[src/nhcl_pkg.sv]
// ----------------------------------------------------------------------------
// nhcl_pkg
// Shared types and constants for the name hash chain lookup block.
// ----------------------------------------------------------------------------
package nhcl_pkg;

    localparam int NAME_W      = 64;
    localparam int SPACE_W     = 16;
    localparam int OP_W        = 2;
    localparam int STATUS_W    = 2;
    localparam int IDX_OUT_W   = 12;
    localparam int CFG_W       = 13;
    localparam int BKT_W       = 12;
    localparam int BUCKET_SLOTS = 4096;
    localparam int HASH_W      = 17;

    localparam logic [OP_W-1:0] OP_CLEAR  = 2'd0;
    localparam logic [OP_W-1:0] OP_INSERT = 2'd1;
    localparam logic [OP_W-1:0] OP_LOOKUP = 2'd2;

    localparam logic [STATUS_W-1:0] ST_OK   = 2'd0;
    localparam logic [STATUS_W-1:0] ST_MISS = 2'd1;
    localparam logic [STATUS_W-1:0] ST_FULL = 2'd2;

    typedef struct packed {
        logic [OP_W-1:0]    op;
        logic [NAME_W-1:0]  name;
        logic [SPACE_W-1:0] space;
        logic [BKT_W-1:0]   bucket;
    } item_t;

endpackage

[src/nhcl_front.sv]
// ----------------------------------------------------------------------------
// nhcl_front
// Takes input beats, canonicalises the name, hashes it, reduces the hash of an
// insert or lookup modulo the bucket count one bit a cycle, queues the item.
// ----------------------------------------------------------------------------
module nhcl_front
    import nhcl_pkg::*;
(
    input  logic               clk,
    input  logic               rst_n,
    input  logic               in_valid,
    output logic               in_ready,
    input  logic [OP_W-1:0]    operation,
    input  logic [NAME_W-1:0]  key_name,
    input  logic [SPACE_W-1:0] name_space,
    input  logic [CFG_W-1:0]   bucket_count,
    input  logic               hold,
    output logic               push,
    output item_t              push_item,
    input  logic               full
);

    localparam logic [1:0] F_IDLE = 2'd0;
    localparam logic [1:0] F_DIV  = 2'd1;
    localparam logic [1:0] F_PUSH = 2'd2;
    localparam logic [4:0] DIV_LAST = 5'(HASH_W - 1);

    logic [1:0]        state_reg;
    logic [1:0]        state_next;
    item_t             item_reg;
    item_t             item_next;
    logic [HASH_W-1:0] hash_reg;
    logic [HASH_W-1:0] hash_next;
    logic [BKT_W-1:0]  rem_reg;
    logic [BKT_W-1:0]  rem_next;
    logic [4:0]        cnt_reg;
    logic [4:0]        cnt_next;

    logic [NAME_W-1:0] canon;
    logic [HASH_W-1:0] hash;
    logic [CFG_W-1:0]  divisor;
    logic [CFG_W-1:0]  part;
    logic              accept;

    always_comb
    begin
        logic stop;
        logic [7:0] b;
        canon = '0;
        stop  = 1'b0;
        for (int i = 0; i < 8; i++)
        begin
            b = key_name[8*i +: 8];
            if (b == 8'd0)
            begin
                stop = 1'b1;
            end
            if (!stop)
            begin
                if (b >= 8'h61 && b <= 8'h7a)
                begin
                    b = b - 8'h20;
                end
                canon[8*i +: 8] = b;
            end
        end
    end

    always_comb
    begin
        logic stop;
        hash = HASH_W'(canon[7:0]);
        stop = (canon[15:8] == 8'd0);
        if (!stop)
        begin
            hash = {hash[HASH_W-2:0], 1'b0} + hash + HASH_W'(canon[15:8]);
        end
        for (int i = 2; i <= 6; i++)
        begin
            if (canon[8*i +: 8] == 8'd0)
            begin
                stop = 1'b1;
            end
            if (!stop)
            begin
                hash = {hash[HASH_W-2:0], 1'b0} + HASH_W'(canon[8*i +: 8]);
            end
        end
        if (!stop)
        begin
            hash = {hash[HASH_W-2:0], 1'b0} + HASH_W'(canon[63:56]);
        end
    end

    always_comb
    begin
        if (bucket_count == '0)
        begin
            divisor = CFG_W'(1);
        end
        else if (bucket_count > CFG_W'(BUCKET_SLOTS))
        begin
            divisor = CFG_W'(BUCKET_SLOTS);
        end
        else
        begin
            divisor = bucket_count;
        end
    end

    assign in_ready  = (state_reg == F_IDLE) && !hold;
    assign accept    = in_valid && in_ready;
    assign push      = (state_reg == F_PUSH) && !full;
    assign push_item = item_reg;
    assign part      = {rem_reg, hash_reg[HASH_W-1]};

    always_comb
    begin
        state_next = state_reg;
        item_next  = item_reg;
        hash_next  = hash_reg;
        rem_next   = rem_reg;
        cnt_next   = cnt_reg;
        case (state_reg)
            F_IDLE:
            begin
                if (accept)
                begin
                    item_next.op     = operation;
                    item_next.name   = canon;
                    item_next.space  = name_space;
                    item_next.bucket = '0;
                    hash_next        = hash;
                    rem_next         = '0;
                    cnt_next         = '0;
                    if (operation == OP_INSERT || operation == OP_LOOKUP)
                    begin
                        state_next = F_DIV;
                    end
                    else
                    begin
                        state_next = F_PUSH;
                    end
                end
            end
            F_DIV:
            begin
                hash_next = {hash_reg[HASH_W-2:0], 1'b0};
                if (part >= divisor)
                begin
                    rem_next = BKT_W'(part - divisor);
                end
                else
                begin
                    rem_next = BKT_W'(part);
                end
                cnt_next = cnt_reg + 5'd1;
                if (cnt_reg == DIV_LAST)
                begin
                    item_next.bucket = rem_next;
                    state_next       = F_PUSH;
                end
            end
            F_PUSH:
            begin
                if (!full)
                begin
                    state_next = F_IDLE;
                end
            end
            default:
            begin
                state_next = F_IDLE;
            end
        endcase
    end

    always_ff @(posedge clk)
    begin
        item_reg <= item_next;
        hash_reg <= hash_next;
        rem_reg  <= rem_next;
    end

    always_ff @(posedge clk or negedge rst_n)
    begin
        if (!rst_n)
        begin
            state_reg <= F_IDLE;
            cnt_reg   <= '0;
        end
        else
        begin
            state_reg <= state_next;
            cnt_reg   <= cnt_next;
        end
    end

endmodule

[config.mk]
export PLATFORM = sky130hd
export DESIGN_NAME = nhcl_front
export DESIGN_NICKNAME = d
export VERILOG_FILES = /design/src/nhcl_pkg.sv /design/src/nhcl_front.sv
export SDC_FILE = /design/constraint.sdc
export NUM_CORES = 1
export LEC_CHECK = 0
export ABC_AREA = 1
export BUFFER_PORTS_ARGS = -buffer_cell sky130_fd_sc_hd__buf_2
export CORE_MARGIN = 3
export CORE_UTILIZATION = 60
export CTS_CLUSTER_SIZE = 16
export DETAILED_ROUTE_END_ITERATION = 6
export HOLD_SLACK_MARGIN = 0.03
export PLACE_DENSITY = 0.85
export SYNTH_ARGS = -nofsm -noshare
export SYNTH_HDL_FRONTEND = slang
export SYNTH_SLANG_ARGS = --single-unit
[constraint.sdc]
create_clock -name clk -period 15.48 [get_ports clk]
set_input_delay 1.548 -clock clk [delete_from_list [all_inputs] [get_ports clk]]
set_output_delay 1.548 -clock clk [all_outputs]
set_load 0.05 [all_outputs]
==> results.md, run 1 <==
* Pwr Density at about 250 nW/um^2
* Peak VDD IR at between 0.00015 and 0.0002 V
* Most frequent cells in the layout: nand2_1 (290), buf_2 (195), inv_1 (180), edfxtp_1 (123), nor2_1 (94)
* Slew @ Worst Pin at between 1 and 1.5 ns
* Largest net degree at the start of global routing at slightly above 80
* Final hold slack at approximately 0.53 ns
* Sequential area share after synthesis at between 30% and 40%
* Critical path buffers and inverters at 6
* Rows at between 40 and 50
* Final ANT Viol Nets at 0
* Crit-path most repeated cell: ha_1
* Number of synthesized flops with an enable pin at ~120
* Largest register FFs at 94
* CP Launch Type: primary input
* Drt via density at between 5 and 6
* Starting DRC count in detailed routing at 901
* Netlist cell types at between 50 and 60
* Max Fanout on Critical Path at 22
* Die area at approximately 19000 um^2
* CP Capture Type: register
* First-pass GRT wire length at 42800 um
* Type of the most critical hold path: register to register
* Share of cells above drive strength 1 at roughly a fifth
* Die height at between 100 and 150 um
* P_leak at between 5 and 6 nW
* Max stage delay on crit path at 0.49 ns
* Slowest CP cell: fa_1
* Initial antenna violation count at 2
* Tot GR Track Use at between 20% and 30%
* Crit Path Class: primary input to register
* Final setup fails at 0
* CTS tree: built
* Core Box Area at ~17000 um^2
* PortBufs at just under 200
* Status: finished clean
* Main synth FF type: edfxtp_1
* Post-DP HPWL at around 20000 um
* DIE WIDTH at between 100 and 150 um
* Max Cap Viol at 0
* Final hold vios at 0
* Cts bufs inserted at 17
* Post-synthesis cell area at around 10000 um^2
* CP Data Required Time at between 15 and 20 ns
* Syn Nets at 1489
* Vias in the first global route at ~9000
* Fraction of registers with async set/reset at approximately 5.4%
* Cts repair resizes at 0
* CTS Buffer Depth at 2
* Num Clock Sinks at between 100 and 150
* Via count at 9555
* Setup Buffers After CTS at 0
* Grt ovf at 0
* Total chip power at roughly 0.0030 W
* Root Driver: clkbuf_16
* Setup TNS at 0 ns
* Nets at between 1500 and 2000
* Max-slew headroom at approximately a fifth
* DR WL/cell at 15.4 um
* Placer Congestion at approximately 0.9
* Worst endpoint data arrival time at about 9.4 ns
* Synth Instances at around 1300
* Final period util at between 50% and 60%
* P&R area growth vs syn at 16.4%
* CTS clock-pin slew for the worst setup and hold paths at 0.06 ns
* Synthesis-stage register bit count at 130
* Syn avg cell area at just under 8 um^2
* Skew final at around 0.009 ns
* Iteration count of the initial detailed-routing pass at 5
* CTS H-tree lvls at 4
* Max-slew violations at 0
* Final wirelength at around 27000 um
* Drc violations at 0
* Starting Density at roughly three fifths
* Ys Warns at 0
* Commonest non-fill, non-tap cell in the layout: nand2_1
* Fmax at 0.108 GHz
* RSZ-0062 raised after global routing: false
* # IOs at 196
* Worst skew pair latency at about 0.43 ns
* # hold bufs at CTS at 0
* Layout filler cell count at 1314
* Fin crit period at 9.23 ns
* Cell family with most CP delay: adder cells
==> synthesized netlist by cell type (13+ instances only) <==
library cell	number	share of area, %
nand2_1	290	11
nand2_2	20	1.2
xnor2_1	13	1.1
fa_1	13	2.5
o211ai_1	13	0.95
xor2_1	28	2.4
o21ai_0	68	3.3
nor3_1	31	1.5
edfxtp_1	123	36
ha_1	80	9.7
a21oi_1	78	3.8
nand3_1	91	4.4
clkbuf_1	23	0.84
nor2_1	95	3.5
inv_1	180	6.6
==> metal layers <==
metal / wire [um] / up-vias / global-route usage, %
li1: - / 4732 / -
met1: 11200 / 4337 / 37.7
met2: 12600 / 441 / 48.4
met3: 2040 / 45 / 3.68
met4: 705 / 0 / 10.9
met5: 0 / - / 0
==> worst paths after layout <==
path                                    from           end  slack, ns  cells after the start
max in group asynchronous              rst_n    cnt_reg[0]      14.37                      1
min in group asynchronous              rst_n  state_reg[0]       0.95                      1
worst min-delay path            hash_reg[15]  hash_reg[16]       0.53                      2
worst max register to register    rem_reg[1]    rem_reg[8]      11.64                     20
worst max-delay path             key_name[2]  hash_reg[14]       6.25                     44
worst min register to register  hash_reg[15]  hash_reg[16]       0.53                      2
==> worst reg2reg max path, delay by kind of cell, from the launching register on <==
kind | cells | cell delay, ns
buf+inv | 3 | 0.19
compound gates | 11 | 1.78
flops | 1 | 0.41
fa+ha+maj | 1 | 0.38
simple gates | 5 | 0.80
==> power by group <==
group	internal [W]	total, W	switching [W]
Clock	0.000207	0.000371	0.000164
Combinational	0.000686	0.00203	0.00134
Sequential	0.000539	0.000573	0.0000336
==> final cells by class <==
cell class | instances | area, um^2 | area share (%)
antenna | 2 | 5.00 | 0.0417
multi-input combinational | 940 | 5550 | 46.3
clock buffer | 19 | 433 | 3.61
clock inverter | 13 | 101 | 0.845
timing repair buffer | 199 | 1010 | 8.39
sequential | 130 | 3870 | 32.3
inverter | 196 | 751 | 6.26
tap | 220 | 275 | 2.30
==> kinds of logic after synthesis <==
group / synth area share (%)
flip-flops: 37.6
buffers and inverters: 8.61
XOR/XNOR: 3.49
adder cells (fa/ha/maj): 12.2
AO/OA/AOI/OAI: 11.8
AND/OR/NAND/NOR: 26.2
==> metrics by stage <==
step           setup WS (ns)  instances  util (%)  cell area, um^2
3_5_place_dp            6.00       1685      68.6            11400
5_1_grt                 5.52       1719      71.8            12000
2_1_floorplan           6.67       1296         -            10300
6_report                6.25       1719      71.8            12000
3_3_place_gp            6.15       1685      68.6            11400
4_1_cts                 6.38       1717      71.8            12000
No activity file was read; power rests on OpenSTA's default activity.
==> run 2, diff against run 1 <==
Settings changed: CORE_UTILIZATION 60 to 57, PLACE_DENSITY 0.85 to 0.82.
Clock period 15.48 ns to 9.2 ns, I/O delays scaled along.
==> run 2 against run 1 <==
Against the previous run:
- final cell count increased by 0.29%
- non-clock buffer count unchanged
- sequential power increased by 68%
- global-route usage decreased by 1.6 points
- total power increased by 68%
- clock skew increased by 0.0011 ns
- worst hold slack got worse by 0.20 ns
- die area increased by 5.0%
- register-to-register slack got worse by 6.5 ns
- first-iteration DRC count decreased by 33%
- flip-flop and latch count unchanged
- largest cell class unchanged
==> results.md, run 2 (same netlist as run 1, synthesis figures left out) <==
* Status: finished clean
* Rows at 48
* Root Driver: clkbuf_16
* Dpl cells at 1690
* Post-DP HPWL at ~20000 um
* Slowest CP cell: fa_1
* CP Data Required Time at between 9 and 10 ns
* Clock power share at roughly 14%
* Logic pwr share at between 60% and 70%
* # IOs at roughly 200
* Crit Path Class: primary input to register
* Iteration count of the initial detailed-routing pass at 5
* Starting DRC count in detailed routing at between 600 and 700
* Type of the most critical hold path: primary input to asynchronous set/reset pin
* P&R area growth vs syn at 17.1%
* RSZ-0062 raised after global routing: false
* Worst endpoint data arrival time at roughly 8.5 ns
* Fin worst setup slack at 0.841 ns
* Largest register FFs at 94
* Setup TNS at 0 ns
* DIE WIDTH at approximately 140 um
* Cts repair resizes at 0
* Vias in the first global route at 9035
* Final hold vios at 0
* CP Capture Type: register
* Most frequent cells in the layout: nand2_1 (290), buf_2 (195), inv_1 (180), edfxtp_1 (123), nor2_1 (94)
* Drt via density at 5.53
* Drc violations at 0
* Setup Buffers After CTS at 0
* Largest net degree at the start of global routing at 83
* CTS clock-pin slew for the worst setup and hold paths at approximately 0.07 ns
* Fin crit period at between 8 and 9 ns
* # hold bufs at CTS at 0
* Final core occ at approximately 70%
* Final setup fails at 0
* Final period util at between 90% and 100%
* Crit-path most repeated cell: ha_1
* Max-slew headroom at 27.3%
* CTS H-tree lvls at 4
* Die area at slightly below 20000 um^2
* PortBufs at roughly 200
* Slew @ Worst Pin at 1.09 ns
* Peak VDD IR at between 0.0003 and 0.0004 V
* Sw frac at 51.1%
* Final cell count without fillers at ~1700
* Final wirelength at between 20000 and 30000 um
* Share of cells above drive strength 1 at between 20% and 30%
* Dpl ws at 0.519 ns
* CP Launch Type: primary input
* Core Box Area at about 17000 um^2
* Commonest non-fill, non-tap cell in the layout: nand2_1
* Initial antenna violation count at 2
* CTS Buffer Depth at 2
* Max stage delay on crit path at 0.47 ns
* First-pass GRT wire length at 43600 um
* Grt ovf at 0
* Starting Density at about three fifths
* Max-slew violations at 0
* DR WL/cell at approximately 15 um
* Sequential power share at a little under a fifth
* Nets at 1677
* Tot GR Track Use at a little over a quarter
* P_leak at ~5.9 nW
* Via count at ~9500
* Die height at between 100 and 150 um
* Max Cap Viol at 0
* Fmax at 0.120 GHz
* Final ANT Viol Nets at 0
* CTS tree: built
* Placer Congestion at approximately 0.94
* Cts bufs inserted at 17
* Max Fanout on Critical Path at 8
* Sw power at about 0.0026 W
* Pwr Density at between 400 and 500 nW/um^2
* P_int at around 0.0024 W
* Skew final at 0.0101 ns
* Num Clock Sinks at 130
* Worst skew pair latency at roughly 0.42 ns
==> run 2: cell types whose count changed in the layout (fill, tap and decap cells not counted), sizes merged <==
cell / delta
bufinv: +1
clkbuf: -2
clkinv: +1
clkinvlp: -2
inv: +2
==> run 2: critical path: cells and delay by family <==
kind	cells	cell delay [ns]
AO/OA/AOI/OAI	6	1.48
buffers and inverters	6	0.52
XOR/XNOR	3	0.39
AND/OR/NAND/NOR	19	2.26
adder cells (fa/ha/maj)	9	2.96
==> run 2: cell type report <==
class,instances,area (um^2)
clock buffer,17,425
sequential,130,3870
inverter,196,751
clock inverter,15,168
multi-input combinational,940,5550
fill,1365,5420
timing repair buffer,199,1010
tap,225,282
antenna,2,5.00
==> run 2: worst paths after layout <==
check                             from  slack [ns]  depth (start not counted)      endpoint
max                        key_name[2]        0.84                         43  hash_reg[14]
min in group clk           hash_reg[0]        0.53                          2   hash_reg[1]
min reg2reg                hash_reg[0]        0.53                          2   hash_reg[1]
max reg2reg                 rem_reg[1]        5.17                         20    rem_reg[8]
min                              rst_n        0.32                          1  state_reg[1]
max in group asynchronous        rst_n        8.70                          1    cnt_reg[0]
==> run 2: power by group through the flow <==
stage | clock network, W | logic [W] | registers, W
after floorplan | 0 | 0.00249 | 0.00119
after global placement | 0 | 0.00320 | 0.000965
after detailed placement | 0 | 0.00329 | 0.000971
after CTS | 0.000687 | 0.00334 | 0.000962
after global routing | 0.000716 | 0.00383 | 0.000975
final | 0.000679 | 0.00336 | 0.000962
==> run 2: per-layer routing <==
layer	share of wire [%]	track usage, %	up-vias
met5	0	0	-
li1	-	-	4733
met3	7.4	4.03	48
met4	2.2	8.47	0
met2	47	45.2	429
met1	43	36.6	4328
==> run 2: per-stage QoR <==
| stage | power, W | instance area (um^2) | hold WS, ns |
|---|---|---|---|
| floorplan | 0.00368 | 10300 | 0.494 |
| global placement | 0.00417 | 11500 | 0.505 |
| detailed placement | 0.00426 | 11500 | 0.512 |
| CTS | 0.00499 | 12000 | 0.316 |
| global route | 0.00553 | 12100 | 0.324 |
| finish | 0.00500 | 12100 | 0.324 |
==> run 3, diff against run 2 <==
Settings changed: CORE_UTILIZATION 57 to 60, CTS_CLUSTER_SIZE 16 to unset, PLACE_DENSITY 0.82 to 0.85.
Clock period 9.2 ns to 10.6 ns, I/O delays scaled along.
==> run 3 against run 2 <==
Against the previous run:
- flip-flop and latch count stayed put
- final cell count fell by 0.12%
- clock power down 15%
- wire length rose by 2.5%
- worst setup slack gained 1.0 ns
- die area is 4.8% lower
- via count is 1.0% higher
- register-to-register slack improved by 1.5 ns
- final area is 0.15% lower
==> results.md, run 3 (same netlist as run 1, synthesis figures left out) <==
* Cell family with most CP delay: adder cells
* # IOs at about 200
* Peak VDD IR at around 0.00027 V
* Most frequent cells in the layout: nand2_1 (290), buf_2 (195), inv_1 (180), edfxtp_1 (123), nor2_1 (94)
* Commonest non-fill, non-tap cell in the layout: nand2_1
* Setup TNS at 0 ns
* Drc violations at 0
* Worst skew pair latency at ~0.42 ns
* Largest register FFs at 94
* Rows at 47
* Reg2reg start: rem_reg[1]
* Met1 WL at ~11000 um
* Iteration count of the initial detailed-routing pass at 5
* Final ANT Viol Nets at 0
* Cts repair resizes at 0
* CTS tree: built
* Starting DRC count in detailed routing at roughly 880
* Worst r2r dst: rem_reg[0]
* Largest net degree at the start of global routing at 83
* Final hold vios at 0
* Final setup fails at 0
* Root Driver: clkbuf_16
* DR WL/cell at between 15 and 20 um
* Cts bufs inserted at 17
* PortBufs at slightly below 200
* CP Launch Type: primary input
* # hold bufs at CTS at 0
* Setup slack, reg-to-reg at between 6 and 7 ns
* P&R area growth vs syn at 16.9%
* Status: finished clean
* Starting Density at about three fifths
* CP Capture Type: register
* Type of the most critical hold path: primary input to asynchronous set/reset pin
* RSZ-0062 raised after global routing: false
* Vias in the first global route at roughly 9200
* Layout filler cell count at about 1300
* Slowest CP cell: fa_1
* Via count at between 9000 and 10000
* DIE WIDTH at between 100 and 150 um
* Setup Buffers After CTS at 0
* Grt ovf at 0
* CTS H-tree lvls at 4
* Crit Path Class: primary input to register
* Drt via density at ~5.6
* Critical path buffers and inverters at 7
* Placer Congestion at just over 0.9
* Max stage delay on crit path at 0.54 ns
* Max-slew headroom at 22.8%
* Met2 wire len at approximately 13000 um
* Max Used Layer: met4
* Max-slew violations at 0
* Num Clock Sinks at 130
* Die height at 137 um
* Final wirelength at 27000 um
* Core Box Area at roughly 17000 um^2
* Fmax at 0.115 GHz
* Initial antenna violation count at 4
* Final core occ at 72.1%
* Max Cap Viol at 0
* Fin crit period at about 8.7 ns
* CP Data Required Time at around 11 ns
* Die area at 18800 um^2
* P_leak at roughly 5.9 nW
* Post-DP HPWL at 20500 um
* Final period util at between 80% and 90%
* Tot GR Track Use at a little under 30%
* Routed wl met3 at roughly 2200 um
* Share of cells above drive strength 1 at 20.5%
* CTS Buffer Depth at 2
* Worst endpoint data arrival time at between 8 and 9 ns
* Slew @ Worst Pin at between 1 and 1.5 ns
* Pwr Density at roughly 370 nW/um^2
* First-pass GRT wire length at about 44000 um
* FF-to-FF path depth at 20
* Nets at ~1700
* Skew final at between 0.008 and 0.009 ns
* Max Fanout on Critical Path at 18
* CTS clock-pin slew for the worst setup and hold paths at 0.06 ns
==> run 3: cell count changes in the layout (fill, tap and decap cells not counted), sizes merged <==
cell / change
clkinv: -2
clkinvlp: +2
diode: +2
buf: +1
bufinv: -1
inv: +1
==> run 3: stage by stage <==
stage / instances / area [um^2] / hold slack [ns] / power (W) / setup WS, ns
after floorplan: 1296 / 10300 / 0.494 / 0.00319 / 2.28
after global placement: 1686 / 11500 / 0.510 / 0.00365 / 1.76
after detailed placement: 1686 / 11500 / 0.509 / 0.00374 / 1.57
after CTS: 1718 / 12000 / 0.461 / 0.00437 / 1.98
after global routing: 1722 / 12000 / 0.467 / 0.00482 / 1.13
final: 1722 / 12000 / 0.471 / 0.00440 / 1.87
==> run 3: final cells by class <==
cell class	count	area [um^2]	area share [%]
Timing Repair Buffer	200	1010	8.42
Multi-Input combinational cell	940	5550	46.1
Clock buffer	17	425	3.53
Inverter	196	751	6.24
Tap cell	220	275	2.29
Antenna cell	4	10.0	0.0832
Sequential cell	130	3870	32.1
Clock inverter	15	144	1.20
==> run 3: worst max-delay path by stage <==
stage,to,start,slack (ns),depth (start not counted)
final,hash_reg[14],key_name[2],1.87,45
after global routing,hash_reg[14],key_name[2],1.13,45
after CTS,hash_reg[14],key_name[2],1.98,45
after detailed placement,hash_reg[14],key_name[2],1.57,45
after global placement,hash_reg[14],key_name[2],1.76,45
after floorplan,hash_reg[14],key_name[2],2.28,44
==> run 3: power by group <==
| part | switching, W | internal (W) |
|---|---|---|
| Clock | 0.000263 | 0.000311 |
| Combinational | 0.00199 | 0.00100 |
| Sequential | 0.0000493 | 0.000787 |
| Total | 0.00230 | 0.00210 |
==> run 3: per-layer routing <==
metal | track usage [%] | vias up
li1 | - | 4734
met1 | 37.5 | 4382
met2 | 49.2 | 456
met3 | 4.96 | 64
met4 | 12.3 | 0
met5 | 0 | -
