## config.mk

```make
export PLATFORM = sky130hd
export DESIGN_NAME = nhcl_fifo
export DESIGN_NICKNAME = d
export VERILOG_FILES = /design/src/nhcl_pkg.sv /design/src/nhcl_fifo.sv
export SDC_FILE = /design/constraint.sdc
export NUM_CORES = 1
export LEC_CHECK = 0
export BUFFER_PORTS_ARGS = -buffer_cell sky130_fd_sc_hd__buf_2
export CAP_MARGIN = 10
export CORE_MARGIN = 4
export CORE_UTILIZATION = 52
export DETAILED_ROUTE_END_ITERATION = 8
export PLACE_DENSITY = 0.9
export SYNTH_ARGS = -nofsm -noshare
export SYNTH_HDL_FRONTEND = slang
export SYNTH_SLANG_ARGS = --single-unit
```

## constraint.sdc

```tcl
create_clock -name clk -period 4.1 [get_ports clk]
set_input_delay 0.205 -clock clk [delete_from_list [all_inputs] [get_ports clk]]
set_output_delay 0.205 -clock clk [all_outputs]
set_load 0.005 [all_outputs]
```

## src/nhcl_pkg.sv

```systemverilog
// ----------------------------------------------------------------------------
// nhcl_pkg
// Shared types and constants for the name hash chain lookup block.
// ----------------------------------------------------------------------------
package nhcl_pkg;

    localparam int NAME_W      = 64;
    localparam int SPACE_W     = 16;
    localparam int OP_W        = 2;
    localparam int STATUS_W    = 2;
    localparam int IDX_OUT_W   = 12;
    localparam int CFG_W       = 13;
    localparam int BKT_W       = 12;
    localparam int BUCKET_SLOTS = 4096;
    localparam int HASH_W      = 17;

    localparam logic [OP_W-1:0] OP_CLEAR  = 2'd0;
    localparam logic [OP_W-1:0] OP_INSERT = 2'd1;
    localparam logic [OP_W-1:0] OP_LOOKUP = 2'd2;

    localparam logic [STATUS_W-1:0] ST_OK   = 2'd0;
    localparam logic [STATUS_W-1:0] ST_MISS = 2'd1;
    localparam logic [STATUS_W-1:0] ST_FULL = 2'd2;

    typedef struct packed {
        logic [OP_W-1:0]    op;
        logic [NAME_W-1:0]  name;
        logic [SPACE_W-1:0] space;
        logic [BKT_W-1:0]   bucket;
    } item_t;

endpackage

```

## src/nhcl_fifo.sv

```systemverilog
// ----------------------------------------------------------------------------
// nhcl_fifo
// Two-entry queue of classified items between the front and back parts.
// ----------------------------------------------------------------------------
module nhcl_fifo
    import nhcl_pkg::*;
(
    input  logic  clk,
    input  logic  rst_n,
    input  logic  push,
    input  item_t push_item,
    output logic  full,
    input  logic  pop,
    output logic  not_empty,
    output item_t pop_item
);

    item_t       slot_reg [2];
    logic        wr_ptr_reg;
    logic        wr_ptr_next;
    logic        rd_ptr_reg;
    logic        rd_ptr_next;
    logic [1:0]  fill_reg;
    logic [1:0]  fill_next;

    assign full      = (fill_reg == 2'd2);
    assign not_empty = (fill_reg != 2'd0);
    assign pop_item  = slot_reg[rd_ptr_reg];

    always_comb
    begin
        wr_ptr_next = wr_ptr_reg ^ push;
        rd_ptr_next = rd_ptr_reg ^ pop;
        fill_next   = fill_reg + {1'b0, push} - {1'b0, pop};
    end

    always_ff @(posedge clk)
    begin
        if (push)
        begin
            slot_reg[wr_ptr_reg] <= push_item;
        end
    end

    always_ff @(posedge clk or negedge rst_n)
    begin
        if (!rst_n)
        begin
            wr_ptr_reg <= 1'b0;
            rd_ptr_reg <= 1'b0;
            fill_reg   <= 2'd0;
        end
        else
        begin
            wr_ptr_reg <= wr_ptr_next;
            rd_ptr_reg <= rd_ptr_next;
            fill_reg   <= fill_next;
        end
    end

endmodule

```

==> out/results.tsv, run 1 <==
stage	metric	value	unit
critical_path	WS Path Type	register to output pin	
clocking	clock edge transition at the registers on the reported setup and hold paths	70	ps
layout	layout overhead on the synthesized area	37.7	%
logic_synthesis	count of cell types in the netlist	13	
clocking	clock insertion delay at the later pin of the skew report	420	ps
logic_synthesis	FF+latch count, synth	192	
logic_synthesis	Synth Area in Adders	0.695	%
placement	dpl cell area	8350	um^2
hold_path	class of the tightest hold or removal check	input port to async pin	
sta	summed negative setup slack over all endpoints	0	ps
logic_synthesis	leading post-synthesis cells by cell area	edfxtp_1, mux2_4, mux2_2	
routing	post-DR vias/cell	5.04	
floorplan	Core Box Area	13400	um^2
logic_synthesis	Synth Area in Simple Gates	0.174	%
floorplan	area of the die	15800	um^2
critical_path	worst reg2reg startpoint	wr_ptr_reg	
floorplan	I/O pin count	194	
routing	aggregate routed wire length	15.1	mm
critical_path	worst reg2reg endpoint	slot_reg[0][47]	
clocking	Num Clock Sinks	192	
sta	share of the clock period used by the worst path after layout	61.6	%
floorplan	Die X	126	um
logic_synthesis	Cells after Synth	309	
sta	Max Transition Viols Final	0	
grt	GRT overflow	0	
logic_synthesis	post-synthesis sequential area ratio	79.7	%
placement	number of buffers inserted by port buffering	193	
critical_path	internal reg-to-reg setup slack	1990	ps
critical_path	worst-case reg-to-reg path depth	3	
sta	maximum achievable frequency	396	MHz
logic_synthesis	Synth Cell Area	7200	um^2
grt	global-route wire length before repair	23.5	mm
critical_path	Critical Path Sink Type	output pin	
layout	count of nets after finishing	711	
grt	largest net degree at the start of global routing	88	
routing	vias	4020	
logic_synthesis	post-synthesis cell type with the largest combined area	edfxtp_1	
clocking	TritonCTS clock tree	done	
critical_path	Worst setup SP type	register	
power	proportion of power drawn by the clock network	26.9	%
logic_synthesis	post-synth top area share	78.4	%
routing	Routed wire per std cell	18.9	um
layout	Layout Utilization	74.0	%
clocking	Resize count post-CTS	0	
run_status	run status	completed	
clocking	cell at the root of the clock tree	clkbuf_16	
floorplan	y dimension of the die	126	um
clocking	maximum root-to-sink buffer count	2	
logic_synthesis	largest family of logic cells by synthesized area	multiplexers	
routing	DRC violations left	0	
critical_path	Arrival @ worst endpoint	2320	ps
sta	endpoints failing setup	0	
layout	number of flip-flops in the largest register	188	
layout	layout cells sized above 1	52.3	%
run	Max-Cap Viols	0	
power	sequential power share	45.6	%
layout	Antenna Cells	0	
logic_synthesis	fraction of synthesized area in multiplexers	17.3	%
power	Total Power	6.20	mW
routing	first-pass iteration count of the detailed router	4	
power	share of total power consumed by net switching	26.5	%
routing	number of antenna-violating nets in the routed design	0	
logic_synthesis	synthesized area per cell	23.3	um^2
logic_synthesis	total number of yosys warnings	0	
clocking	number of buffers created by CTS	17	
power	leak pwr	3.94	nW
grt	via count of the first global-routing pass	4411	
logic_synthesis	XOR/XNOR Fraction of Synth Area	0.452	%
power	worst-case vdd ir drop	0.497	mV
sta	headroom to the max-slew limit	20.8	%
placement	sum of net half-perimeters after detailed placement	8.77	mm
placement	weighted congestion reported at the end of routability-driven placement	0.754	
layout	post-route cell area	9920	um^2
placement	cell total after placement	670	
layout	filler-free cell count of the finished design	798	
critical_path	required time at the worst-slack endpoint	3890	ps
sta	Final Skew	9.93	ps
clocking	CTS HTree Levels	4	
grt	number of antenna violations at the first check in global routing	1	
critical_path	maximum fanout along the worst path	49	
sta	pin slew with the least headroom to its limit	1190	ps
grt	GRT Resource Usage Total	19.5	%
power	net switching power	1.65	mW
floorplan	Initial Utilization	53.8	%
power	power density relative to cell area	625	nW/um^2
logic_synthesis	synthesized-area fraction occupied by ao, oa, aoi and oai cells	0	%
logic_synthesis	nets in the synthesized netlist	411	
routing	First DRT Iteration DRCs	232	
sta	RSZ-0062 raised after global routing	false	
sta	Fin. Hold Viols	0	
power	Int Power	4.56	mW
sta	clock period minus final worst setup slack	2530	ps
floorplan	Core Rows	42	
power	part of the power in combinational logic	27.5	%
layout by cell type (no fill, tap or decap):
cell	count
mux2_2	44
dfrtp_4	1
clkinvlp_4	3
clkinv_4	2
buf_12	1
dlygate4sd3_1	96
edfxtp_1	188
or2_2	1
buf_4	2
nor2b_1	1
clkbuf_16	17
clkbuf_1	1
clkinv_2	1
inv_1	4
buf_2	193
xor3_1	1
xor2_1	1
bufinv_16	3
inv_6	5
dfrtp_1	3
mux2_4	50
ha_4	2
ha_1	2
worst max path at each step:
stage	start	endpoint	slack, ps
floorplan	wr_ptr_reg	slot_reg[0][0]	1000
global route	rd_ptr_reg	pop_item[2]	1460
CTS	rd_ptr_reg	pop_item[3]	1540
finish	rd_ptr_reg	pop_item[2]	1570
global placement	wr_ptr_reg	slot_reg[0][65]	2020
detailed placement	wr_ptr_reg	slot_reg[0][65]	1980
layout make-up:
type | count | area [um^2]
Clock buffer | 18 | 429
Sequential cell | 192 | 5750
Clock inverter | 14 | 179
Inverter | 4 | 15.0
Fill cell | 738 | 3480
Tap cell | 176 | 220
Timing Repair Buffer | 292 | 1960
Multi-Input combinational cell | 102 | 1370
routing by layer:
metal  routed length (um)  vias to the layer above  GRT usage [%]  share of wire [%]
li1                     -                     1824              -                  -
met1                 5690                     1974           22.9                 38
met2                 7930                      191           33.2                 52
met3                 1160                       29           6.48                7.7
met4                  319                        2           7.91                2.1
met5                   13                        -              0              0.086
cells in the mapped netlist:
| library cell | instances |
|---|---|
| xor2_1 | 1 |
| buf_6 | 6 |
| xor3_1 | 1 |
| edfxtp_1 | 188 |
| buf_2 | 4 |
| nor2b_1 | 1 |
| mux2_2 | 44 |
| buf_8 | 1 |
| or2_2 | 1 |
| dfrtp_1 | 4 |
| mux2_4 | 50 |
| ha_1 | 4 |
| inv_1 | 4 |
critical path, cell delays in order, from the launching register on:
cell     delay, ps
dfrtp_4        920
buf_12         380
mux2_2         390
buf_2          130
logic make-up (layout without fill, tap and decap cells):
group,Yosys count,count (layout)
xor+xnor,2,2
fa+ha+maj,4,4
buf+inv,15,328
flops,192,192
mux,94,94
simple gates,2,2
power by group through the flow:
stage / clock [mW] / combinational (mW) / sequential, mW
6_report: 1.67 / 1.71 / 2.83
5_1_grt: 1.80 / 1.83 / 2.86
4_1_cts: 1.69 / 1.70 / 2.83
3_5_place_dp: 0 / 1.62 / 2.87
3_3_place_gp: 0 / 1.59 / 2.83
2_1_floorplan: 0 / 1.15 / 2.74
repair_timing:
action / in CTS / in global routing
buffers inserted: 0 / 0
hold buffers: 96 / 0
hold endpoints to repair: 193 / 0
stage by stage:
step           hold WS (ps)  setup slack, ps
2_1_floorplan         -90.6              997
3_3_place_gp           10.9             2020
3_5_place_dp           17.3             1980
4_1_cts                93.4             1540
5_1_grt                 122             1460
6_report                110             1570
(Power assumes the default switching activity.)
==> run 2: changes to the inputs <==
--- a/config.mk
+++ b/config.mk
@@ -5,12 +5,13 @@
 export SDC_FILE = /design/constraint.sdc
 export NUM_CORES = 1
 export LEC_CHECK = 0
+export ABC_AREA = 1
 export BUFFER_PORTS_ARGS = -buffer_cell sky130_fd_sc_hd__buf_2
 export CAP_MARGIN = 10
 export CORE_MARGIN = 4
-export CORE_UTILIZATION = 52
+export CORE_UTILIZATION = 47
 export DETAILED_ROUTE_END_ITERATION = 8
-export PLACE_DENSITY = 0.9
+export PLACE_DENSITY = 0.86
 export SYNTH_ARGS = -nofsm -noshare
 export SYNTH_HDL_FRONTEND = slang
 export SYNTH_SLANG_ARGS = --single-unit
==> constraint.sdc (replaced) <==
create_clock -name clk -period 2.1 [get_ports clk]
set_input_delay 0.105 -clock clk [delete_from_list [all_inputs] [get_ports clk]]
set_output_delay 0.105 -clock clk [all_outputs]
set_load 0.005 [all_outputs]
==> out/results.tsv, run 2 <==
stage	metric	value	unit
routing	DRC violations left	0	
placement	cell total after placement	882	
hold_path	class of the tightest hold or removal check	input port to register	
sta	maximum achievable frequency	534	MHz
routing	aggregate routed wire length	15.3	mm
critical_path	Crit. Startpoint	rd_ptr_reg	
critical_path	Worst setup SP type	register	
layout	Multi-input gate area	976	um^2
critical_path	cells traversed along the worst timing path	buf_12 -> o21ai_0 -> buf_2	
routing	post-DR vias/cell	4.62	
placement	number of buffers inserted by port buffering	193	
sta	Fin. Hold Viols	0	
logic_synthesis	count of cell types in the netlist	15	
logic_synthesis	total number of yosys warnings	0	
layout	layout overhead on the synthesized area	36.9	%
placement	sum of net half-perimeters after detailed placement	9.07	mm
logic_synthesis	post-synth top area share	77.7	%
logic_synthesis	Synth Cell Area	7260	um^2
critical_path	number of cells on the critical path	3	
floorplan	y dimension of the die	132	um
layout	number of flip-flops in the largest register	188	
logic_synthesis	Post-synth EDFFs	188	
clocking	maximum root-to-sink buffer count	2	
clocking	cell at the root of the clock tree	clkbuf_16	
critical_path	Slowest cell on crit path	dfrtp_4	
placement	weighted congestion reported at the end of routability-driven placement	0.753	
placement	Setup Slack @ Placement	615	ps
grt	largest net degree at the start of global routing	103	
clocking	number of buffers created by CTS	17	
run	Max-Cap Viols	0	
layout	count of nets after finishing	912	
floorplan	area of the die	17500	um^2
layout	layout cells sized above 1	29.4	%
clocking	Num Clock Sinks	192	
run_status	run status	completed	
layout	filler-free cell count of the finished design	1012	
logic_synthesis	post-synthesis cell type with the largest combined area	edfxtp_1	
floorplan	Die X	132	um
clocking	clock insertion delay at the later pin of the skew report	410	ps
sta	clock period minus final worst setup slack	1870	ps
logic_synthesis	synthesized area per cell	14.1	um^2
grt	via count of the first global-routing pass	4700	
sta	share of the clock period used by the worst path after layout	89.2	%
sta	Final Skew	7.85	ps
logic_synthesis	Commonest cells post-synth	edfxtp_1, inv_1, nand2_1, o21ai_0, o21ai_1	
critical_path	WS Path Type	register to output pin	
sta	pin slew with the least headroom to its limit	420	ps
power	leak pwr	4.24	nW
critical_path	maximum fanout along the worst path	102	
grt	GRT overflow	0	
logic_synthesis	most instantiated library cell after synthesis	edfxtp_1	
grt	GRT Resource Usage Total	17.5	%
routing	Routed wire per std cell	15.1	um
routing	First DRT Iteration DRCs	247	
hold_path	startpoint of the worst hold path	push	
logic_synthesis	FF+latch count, synth	192	
sta	RSZ-0062 raised after global routing	false	
layout	sequential standard cell area	5750	um^2
clocking	CTS HTree Levels	4	
critical_path	worst reg2reg startpoint	wr_ptr_reg	
critical_path	buffering stage count on the worst path with inverters included	2	
critical_path	Arrival @ worst endpoint	1770	ps
routing	first-pass iteration count of the detailed router	4	
critical_path	worst-case reg-to-reg path depth	2	
logic_synthesis	nets in the synthesized netlist	617	
logic_synthesis	top flip-flop cell by instance count after synthesis	edfxtp_1	
logic_synthesis	Cells after Synth	515	
grt	global-route wire length before repair	23.6	mm
floorplan	Initial Utilization	48.0	%
critical_path	Critical Path Sink Type	output pin	
grt	number of antenna violations at the first check in global routing	1	
routing	number of antenna-violating nets in the routed design	0	
floorplan	I/O pin count	194	
routing	vias	4673	
floorplan	Core Rows	45	
power	power density relative to cell area	1170	nW/um^2
critical_path	gate family responsible for the most delay along the worst path	flip-flops	
critical_path	delay of the slowest cell on the worst path	580	ps
sta	summed negative setup slack over all endpoints	0	ps
power	worst-case vdd ir drop	0.670	mV
critical_path	required time at the worst-slack endpoint	2000	ps
sta	Max Transition Viols Final	0	
sta	endpoints failing setup	0	
logic_synthesis	post-synthesis sequential area ratio	79.1	%
layout	most common cell after layout, fill and taps aside	buf_2	
floorplan	Core Box Area	15100	um^2
logic_synthesis	leading post-synthesis cells by cell area	edfxtp_1, inv_1, nand2_1	
layout	filler cell count	1020	
layout	highest-count cells in the layout ignoring fill and taps	buf_2, edfxtp_1, inv_1, nand2_1, dlygate4sd3_1	
sta	Setup WS post-layout	228	ps
sta	headroom to the max-slew limit	72.0	%
clocking	clock edge transition at the registers on the reported setup and hold paths	60	ps
hold_path	number of cells traversed by the worst hold path	2	
clocking	TritonCTS clock tree	done	
logic_synthesis	share of synthesized flip-flops with an asynchronous set or reset	2.08	%
[run 2: report_power, final]
group / internal (mW) / switching, mW / total [mW]
logic: 1.37 / 1.99 / 3.37
clock network: 1.63 / 1.31 / 2.95
registers: 5.09 / 0.228 / 5.31
[run 2: what timing repair did]
item | 4_1_cts | 5_1_grt
hold buffers | 97 | 0
setup buffers | 0 | 0
resized for setup | 0 | 0
endpoints found under the hold margin | 193 | 0
[run 2: through the flow]
stage,utilization (%),power [mW],hold WS [ps],instance area [um^2]
floorplan,-,7.27,-191,7270
global placement,55.6,8.48,-83.7,8420
detailed placement,55.6,8.59,-83.4,8420
CTS,65.6,11.7,7.83,9940
global route,65.6,12.3,24.8,9940
finish,65.6,11.6,28.0,9940
[run 2: final timing paths]
path / to / slack, ps
setup reg to reg: slot_reg[1][15] / 600
hold reg to reg: fill_reg[1] / 550
min in group asynchronous: fill_reg[0] / 620
max in group asynchronous: rd_ptr_reg / 1280
setup / recovery: pop_item[61] / 230
hold / removal: fill_reg[0] / 30
[run 2: layer usage]
metal	vias up	track usage, %	wire [um]
met3	28	4.39	769
met4	0	7.04	306
li1	2329	-	-
met1	2164	19.1	5780
met2	152	32.6	8420
met5	-	0	0
[run 2: cells by family after synthesis]
family,share of synthesized area (%)
flops,79.1
buf+inv,7.80
simple gates,5.29
compound gates,6.99
fa+ha+maj,0.689
xor+xnor,0.121
[run 2: layout make-up]
cell class	instances	area share, %
Tap cell	188	2.37
Clock inverter	13	1.15
Sequential cell	192	57.8
Multi-Input combinational cell	201	9.82
Inverter	101	3.81
Timing Repair Buffer	297	20.6
Antenna cell	1	0.0252
Clock buffer	19	4.35
==> run 3: changes to the inputs <==
--- a/config.mk
+++ b/config.mk
@@ -5,7 +5,6 @@
 export SDC_FILE = /design/constraint.sdc
 export NUM_CORES = 1
 export LEC_CHECK = 0
-export ABC_AREA = 1
 export BUFFER_PORTS_ARGS = -buffer_cell sky130_fd_sc_hd__buf_2
 export CAP_MARGIN = 10
 export CORE_MARGIN = 4
==> out/results.tsv, run 3 (synthesis results as in run 1) <==
stage	metric	value	unit
clocking	clock insertion delay at the later pin of the skew report	420	ps
critical_path	cells traversed along the worst timing path	buf_12 -> mux2_2 -> buf_2	
sta	Setup WS post-layout	260	ps
run	Max-Cap Viols	0	
critical_path	delay of the slowest cell on the worst path	440	ps
clocking	TritonCTS clock tree	done	
sta	Max Transition Viols Final	0	
grt	number of antenna violations at the first check in global routing	1	
power	proportion of power drawn by the clock network	26.0	%
critical_path	WS Path Type	register to output pin	
power	power density relative to cell area	1200	nW/um^2
run_status	run status	completed	
routing	number of antenna-violating nets in the routed design	0	
clocking	maximum root-to-sink buffer count	2	
placement	weighted congestion reported at the end of routability-driven placement	0.736	
sta	headroom to the max-slew limit	71.2	%
grt	GRT Resource Usage Total	17.3	%
layout	most common cell after layout, fill and taps aside	buf_2	
critical_path	worst reg2reg startpoint	wr_ptr_reg	
power	sequential power share	44.2	%
layout	layout cells sized above 1	52.2	%
layout	layout overhead on the synthesized area	38.2	%
critical_path	buffering stage count on the worst path with inverters included	2	
power	part of the power in combinational logic	29.9	%
floorplan	I/O pin count	194	
sta	pin slew with the least headroom to its limit	431	ps
hold_path	class of the tightest hold or removal check	input port to async pin	
routing	First DRT Iteration DRCs	190	
critical_path	maximum fanout along the worst path	48	
sta	Final Skew	7.03	ps
floorplan	Die X	132	um
clocking	number of buffers created by CTS	17	
grt	via count of the first global-routing pass	4465	
sta	share of the clock period used by the worst path after layout	87.6	%
clocking	Num Clock Sinks	192	
clocking	CTS HTree Levels	4	
power	leak pwr	3.96	nW
power	share of total power consumed by net switching	26.5	%
sta	clock period minus final worst setup slack	1840	ps
power	Total Power	12.0	mW
critical_path	Arrival @ worst endpoint	1740	ps
sta	Fin. Hold Viols	0	
placement	sum of net half-perimeters after detailed placement	8.76	mm
critical_path	Worst setup SP type	register	
routing	post-DR vias/cell	4.96	
power	net switching power	3.18	mW
floorplan	y dimension of the die	132	um
sta	hold_ws	29.0	ps
grt	largest net degree at the start of global routing	72	
grt	GRT overflow	0	
sta	maximum achievable frequency	543	MHz
critical_path	Critical Path Sink Type	output pin	
routing	DRC violations left	0	
clocking	Resize count post-CTS	0	
floorplan	Core Box Area	14800	um^2
power	Int Power	8.80	mW
critical_path	Crit. Startpoint	rd_ptr_reg	
routing	Routed wire per std cell	18.5	um
grt	global-route wire length before repair	23.4	mm
clocking	cell at the root of the clock tree	clkbuf_16	
layout	Layout Utilization	67.5	%
layout	highest-count cells in the layout ignoring fill and taps	buf_2, edfxtp_1, dlygate4sd3_1, mux2_4, mux2_2	
floorplan	area of the die	17400	um^2
power	worst-case vdd ir drop	0.766	mV
sta	summed negative setup slack over all endpoints	0	ps
critical_path	internal reg-to-reg setup slack	700	ps
floorplan	Initial Utilization	48.8	%
routing	first-pass iteration count of the detailed router	4	
sta	RSZ-0062 raised after global routing	false	
critical_path	gate family responsible for the most delay along the worst path	flip-flops	
critical_path	Slowest cell on crit path	dfrtp_4	
clocking	clock edge transition at the registers on the reported setup and hold paths	70	ps
floorplan	Core Rows	44	
routing	vias	4016	
sta	endpoints failing setup	0	
routing	aggregate routed wire length	15.0	mm
critical_path	required time at the worst-slack endpoint	2000	ps
layout	count of nets after finishing	714	
placement	Setup Slack @ Placement	713	ps
layout	number of flip-flops in the largest register	188	
placement	number of buffers inserted by port buffering	193	
run 3: layout make-up:
type                            count  area [um^2]
Antenna cell                        1         2.50
Fill cell                         953         4800
Timing Repair Buffer              295         2020
Tap cell                          184          230
Clock inverter                     13          136
Clock buffer                       19          433
Multi-Input combinational cell    102         1370
Sequential cell                   192         5750
Inverter                            4         15.0
run 3: metal layers:
| metal | track usage (%) | wire [um] |
|---|---|---|
| met5 | 0 | 0 |
| met4 | 6.24 | 252 |
| met3 | 5.73 | 896 |
| met2 | 30.9 | 7990 |
| met1 | 19.5 | 5820 |
run 3: path summary, 6_finish.rpt:
kind,end,depth (start not counted)
setup / recovery,pop_item[1],3
hold / removal,fill_reg[0],2
setup reg to reg,slot_reg[0][69],3
hold reg to reg,fill_reg[1],1
max in group asynchronous,rd_ptr_reg,2
min in group clk,fill_reg[0],2
run 3: stage by stage:
stage / area, um^2 / cells
2_1_floorplan: 7210 / 309
3_3_place_gp: 8420 / 681
3_5_place_dp: 8420 / 681
4_1_cts: 9950 / 809
5_1_grt: 9950 / 810
6_report: 9950 / 810
run 3: power groups by stage:
stage          Clock (mW)  Sequential, mW  Combinational [mW]
2_1_floorplan           0            5.31                2.25
3_3_place_gp            0            5.31                3.37
3_5_place_dp            0            5.37                3.46
4_1_cts              3.19            5.29                3.61
5_1_grt              3.37            5.35                3.83
6_report             3.11            5.29                3.58
run 3: repair_timing:
| action | CTS | global route |
|---|---|---|
| hold buffers | 96 | 0 |
| buffers inserted | 0 | 0 |
| hold endpoints to repair | 193 | 0 |
